File: config.mk
export PLATFORM = sky130hd
export DESIGN_NAME = hta_cordic
export DESIGN_NICKNAME = d
export VERILOG_FILES = /design/src/rtl/hta_pkg.sv /design/src/rtl/hta_cordic.sv
export SDC_FILE = /design/constraint.sdc
export NUM_CORES = 1
export LEC_CHECK = 0
export BUFFER_PORTS_ARGS = -buffer_cell sky130_fd_sc_hd__buf_2
export CORE_MARGIN = 3
export CORE_UTILIZATION = 55
export DETAILED_ROUTE_END_ITERATION = 16
export HOLD_SLACK_MARGIN = 0.05
export PLACE_DENSITY = 0.75
export SYNTH_ARGS = -nofsm -noshare
export SYNTH_HDL_FRONTEND = slang
export SYNTH_SLANG_ARGS = --single-unit
export TNS_END_PERCENT = 5
File: constraint.sdc
create_clock -name clk -period 8.3 [get_ports clk]
set_input_delay 1.245 -clock clk [delete_from_list [all_inputs] [get_ports clk]]
set_output_delay 1.245 -clock clk [all_outputs]
set_load 0.02 [all_outputs]
File: src/rtl/hta_pkg.sv
// Package for the homogeneous transform accumulator.
// Operation codes, fixed-point constants and the CORDIC arctangent table.
// No dependencies.
`default_nettype none
package hta_pkg;
	typedef enum logic [2:0] {
		OP_IDENT = 3'd0,
		OP_WRITE = 3'd1,
		OP_READ  = 3'd2,
		OP_TRANS = 3'd3,
		OP_ROTX  = 3'd4,
		OP_ROTY  = 3'd5,
		OP_ROTZ  = 3'd6,
		OP_NONE  = 3'd7
	} op_t;

	localparam logic signed [31:0] ONE_Q16 = 32'sh0001_0000;
	localparam logic signed [35:0] PI_Q30 = 36'sd3373259426;
	localparam logic signed [35:0] HALF_PI_Q30 = 36'sd1686629713;
	localparam logic signed [35:0] TWO_PI_Q30 = 36'sd6746518852;
	localparam logic signed [33:0] GAIN_Q30 = 34'sd652032874;
	localparam int ATAN_LEN = 24;

	function automatic logic signed [35:0] atan_q30(input logic [4:0] i);
		logic signed [35:0] v;
		unique case (i)
			5'd0: v = 36'sd843314856;
			5'd1: v = 36'sd497837829;
			5'd2: v = 36'sd263043836;
			5'd3: v = 36'sd133525158;
			5'd4: v = 36'sd67021686;
			5'd5: v = 36'sd33543515;
			5'd6: v = 36'sd16775850;
			5'd7: v = 36'sd8388437;
			5'd8: v = 36'sd4194282;
			5'd9: v = 36'sd2097149;
			5'd10: v = 36'sd1048575;
			5'd11: v = 36'sd524287;
			5'd12: v = 36'sd262143;
			5'd13: v = 36'sd131071;
			5'd14: v = 36'sd65535;
			5'd15: v = 36'sd32767;
			5'd16: v = 36'sd16383;
			5'd17: v = 36'sd8191;
			5'd18: v = 36'sd4095;
			5'd19: v = 36'sd2047;
			5'd20: v = 36'sd1023;
			5'd21: v = 36'sd511;
			5'd22: v = 36'sd255;
			5'd23: v = 36'sd127;
			default: v = 36'sd0;
		endcase
		return v;
	endfunction

	// handshake between sequencer and CORDIC
	typedef struct packed {
		logic start;
		logic signed [19:0] angle;
	} cordic_req_t;

	typedef struct packed {
		logic done;
		logic signed [31:0] sin_v;
		logic signed [31:0] cos_v;
	} cordic_rsp_t;
endpackage
`default_nettype wire

File: src/rtl/hta_cordic.sv
// Iterative rotation-mode CORDIC: one micro-rotation per cycle.
// Depends on hta_pkg.
`default_nettype none
module hta_cordic import hta_pkg::*; #(
	parameter int CORDIC_STEPS = 16
) (
	input  wire logic        clk,
	input  wire logic        arst_n,
	input  wire cordic_req_t req,
	output cordic_rsp_t      rsp
);
	localparam int NSTEP = (CORDIC_STEPS < ATAN_LEN) ? CORDIC_STEPS : ATAN_LEN;

	logic               busy_q;
	logic [4:0]         step_q;
	logic               flip_q;
	logic signed [35:0] x_q, y_q, z_q;
	logic               done_q;
	logic signed [31:0] sin_q, cos_q;

	logic signed [35:0] z0, z1, xs, ys, xf, yf;
	logic               flip0;

	always_comb begin
		z0 = 36'(req.angle) <<< 14;
		if (z0 > PI_Q30) z0 = z0 - TWO_PI_Q30;
		else if (z0 < -PI_Q30) z0 = z0 + TWO_PI_Q30;
		flip0 = 1'b0;
		z1 = z0;
		if (z0 > HALF_PI_Q30) begin
			z1 = z0 - PI_Q30;
			flip0 = 1'b1;
		end else if (z0 < -HALF_PI_Q30) begin
			z1 = z0 + PI_Q30;
			flip0 = 1'b1;
		end
		xs = x_q >>> step_q;
		ys = y_q >>> step_q;
		xf = flip_q ? -x_q : x_q;
		yf = flip_q ? -y_q : y_q;
	end

	always_ff @(posedge clk or negedge arst_n) begin
		if (!arst_n) begin
			busy_q <= 1'b0;
			done_q <= 1'b0;
			step_q <= '0;
		end else begin
			done_q <= busy_q && (step_q == 5'(NSTEP));
			if (req.start && !busy_q) begin
				busy_q <= 1'b1;
				step_q <= '0;
				flip_q <= flip0;
				x_q <= 36'(GAIN_Q30);
				y_q <= '0;
				z_q <= z1;
			end else if (busy_q) begin
				if (step_q == 5'(NSTEP)) begin
					busy_q <= 1'b0;
					cos_q <= 32'((xf + 36'sd8192) >>> 14);
					sin_q <= 32'((yf + 36'sd8192) >>> 14);
				end else begin
					if (!z_q[35]) begin
						x_q <= x_q - ys;
						y_q <= y_q + xs;
						z_q <= z_q - atan_q30(step_q);
					end else begin
						x_q <= x_q + ys;
						y_q <= y_q - xs;
						z_q <= z_q + atan_q30(step_q);
					end
					step_q <= step_q + 5'd1;
				end
			end
		end
	end

	assign rsp.done  = done_q;
	assign rsp.sin_v = sin_q;
	assign rsp.cos_v = cos_q;

	a_done_after_busy: assert property (@(posedge clk) disable iff (!arst_n)
		done_q |-> $past(busy_q)) else $error("cordic done without run");
	a_step_range: assert property (@(posedge clk) disable iff (!arst_n)
		step_q <= 5'(NSTEP)) else $error("cordic step overrun");
	a_idle_done: assert property (@(posedge clk) disable iff (!arst_n)
		done_q |-> !busy_q) else $error("cordic done while busy");
endmodule
`default_nettype wire

==> run summary <==
Status -> finished clean
First-pass iteration count of the detailed router -> 7
Yosys warns -> 0
Fmax -> 0.136 GHz
Wirelength per Cell -> 24.6 um
Seq/Total Area, Yosys -> 0.199
Buf/Inv on CP -> 1
Mean number of vias per cell -> 7.09
CTS tree -> done
Largest cells by area after synthesis -> edfxtp_1 (19%), mux4_2 (9.0%), xnor2_1 (7.0%), ha_1 (6.6%), a21oi_1 (4.8%)
Cell type with the largest total area after synthesis -> edfxtp_1
Clock Latency Late Sink -> 0.51 ns
Final WL -> 83,400 um
Effective utilization at floorplan -> 0.564
Longest Clk Path Bufs -> 2
Largest net degree at the start of global routing -> 96
First-pass GRT wire length -> 129,000 um
Clk root buf -> clkbuf_16
Hold Crit Class -> reg2reg
Vert. Die Dim -> 215 um
Cts bufs inserted -> 17
Die area -> 46,100 sq um
GRT overflow -> 0
Rel. slew slack -> 0.226
Slew Limit Fails -> 0
Crit-path max FO -> 54
Synth cell types -> 100
Mean Syn Cell Area -> 8.30 sq um
Top-area cell type share of the netlist area -> 0.192
Clk sinks -> 160
Sequential cell area -> 4780 sq um
Worst-margin pin slew -> 1.16 ns
Post-synth EDFFs -> 153
Row count -> 75
GRT Overall Usage -> 0.351
Initial drt markers -> 3,005
Ys async rst share -> 0.0438
Fillers -> 3,819
Core Area -> 42,500 sq um
Setup TNS -> 0 ns
Final cycle utilization of the critical path -> 0.886
Vias in the first global route -> 22,532
Crit path max-delay family -> compound AO/OA/AOI/OAI gates
Crit path launch type -> flip-flop
CP Data Required Time -> 8.54 ns
DRC -> 0
Routed vias -> 24,007
Count leader, synth -> nand2_1
Levels on crit path -> 21
Port bufs -> 87
Critical path's most frequent cell -> a21o_1
Fin crit period -> 7.35 ns
Hold Slack -> 0.643 ns
Multi-input gate area -> 17,900 sq um
Hold depth -> 2
Critical-path top delay cell -> dfrtp_4
Worst reg2reg path depth -> 21
Total number of H-tree levels -> 4
CP endpoint kind -> flip-flop
Gate count of the mapped netlist -> 2,888
Max_cap viols -> 0
Crit path DAT -> 7.59 ns
ANT nets after route -> 0
Clk_skew -> 0.0198 ns
Crit-path max cell delay -> 0.97 ns
Cell Count Post-Placement -> 3,353
Setup repair after global routing missed its margin -> false
Commonest cells in the netlist -> nand2_1 (263), a21oi_1 (232), nor2_1 (221)
Cts hold-fix bufs -> 0
Fin nets -> 2,948
Post-CTS Resized -> 0
Initial antenna violation count -> 0
GPL Wtd Cong -> 1.06
Layout area overhead -> 4.58%
DP Wirelength -> 61,200 um
Post-CTS setup buffers -> 0
Endpoints failing hold -> 0
Final non-filler cell total -> 3,387
Share of cells above drive strength 1 -> 0.130
Main synth FF type -> edfxtp_1
CP Cell Sequence -> buf_4 > mux4_2 > mux2_2 > a221o_1 > a21oi_1 > nand2_1 > nor3_1 > and2_1 > a21oi_1 > xnor2_1 > ha_1 > a21o_1 > a21o_1 > a21o_1 > o311ai_0 > nand2_1 > a21o_1 > a211o_1 > a31oi_1 > xor2_1 > o21ai_0
Flops & latches, synth -> 160
I/O pin count -> 88
Die X -> 215 um
# setup viols final -> 0
Synthesized Nets -> 3,041
Type of the worst setup path -> reg2reg
Mapped cell area -> 24,000 sq um
Worst-path clk slew -> 0.07 ns
==> per-stage QoR <==
step                 util  instance area [sq um]  setup slack (ns)
floorplan               -                  24000              1.62
CTS                 0.590                  25100              1.04
global placement    0.576                  24500              1.25
global route        0.590                  25100             0.493
detailed placement  0.576                  24500              1.09
finish              0.590                  25100             0.947
==> per-layer routing <==
metal  GRT usage  vias up  wire length (um)
li1            -    10736                 -
met1       0.453    11550             32900
met3      0.0667      272              8020
met4       0.191        0              4580
met2       0.557     1449             37900
met5           0        -                 0
==> cell type report <==
type / count / area share
inverter: 64 / 0.00958
multi-input combinational: 2419 / 0.715
sequential: 160 / 0.191
tap: 577 / 0.0288
clock inverter: 12 / 0.00534
antenna: 2 / 0.000200
timing repair buffer: 133 / 0.0327
clock buffer: 20 / 0.0174
==> tightest hold or removal path: cells and delay by family (launching register included) <==
kind	cells	cell delay (ns)
flops	1	0.39
simple gates	2	0.16
==> cell usage in the layout (no fill, tap or decap), drive strengths merged, types with 16 or more instances in the layout <==
cell    netlist  routed
nand2       263     263
a21oi       232     232
nor2        222     222
xnor2       192     192
o21ai       175     175
edfxtp      153     153
buf          93     133
ha          127     127
mux4         96      96
mux2i        88      88
xor2         86      86
nor3         75      75
inv          63      66
nand3        62      62
a21o         58      58
a211oi       49      49
mux2         41      41
o22ai        39      39
a31oi        37      37
and3         34      34
and2         33      33
o21a         27      27
o211ai       26      26
nor2b        26      26
nand2b       26      26
or2          26      26
nand4        24      24
o31ai        24      24
nor4         23      23
o21bai       22      22
clkbuf      152      20
or3          18      18
a211o        16      16
a32oi        16      16
==> cells by family after synthesis <==
logic type / count (synthesis) / share of synthesized area
simple gates: 891 / 0.180
compound gates: 894 / 0.249
xor+xnor: 278 / 0.102
fa+ha+maj: 131 / 0.0692
buf+inv: 309 / 0.0547
mux: 225 / 0.146
flops: 160 / 0.199
==> state kept, by name, summed over array words and instances (netlist names) <==
name    count
busy_q      1
sin_q      22
cos_q      22
step_q      5
x_q        36
z_q        36
done_q      1
y_q        36
flip_q      1
==> path summary, 6_finish.rpt <==
kind                                       startpoint                    end  slack, ns
max in group asynchronous                      arst_n  step_q[2]$_DFFE_PN0P_       6.39
worst max-delay path            step_q[0]$_DFFE_PN0P_  x_q[24]$_SDFFCE_PP0P_       0.95
worst max register to register  step_q[0]$_DFFE_PN0P_  x_q[24]$_SDFFCE_PP0P_       0.95
min in group asynchronous                      arst_n  step_q[0]$_DFFE_PN0P_       0.73
worst min register to register   x_q[0]$_SDFFCE_PP0P_   x_q[0]$_SDFFCE_PP0P_       0.64
worst min-delay path             x_q[0]$_SDFFCE_PP0P_   x_q[0]$_SDFFCE_PP0P_       0.64
Power is not shown: default switching activity piles up to over one toggle a cycle in this logic, so the estimate is an artifact.
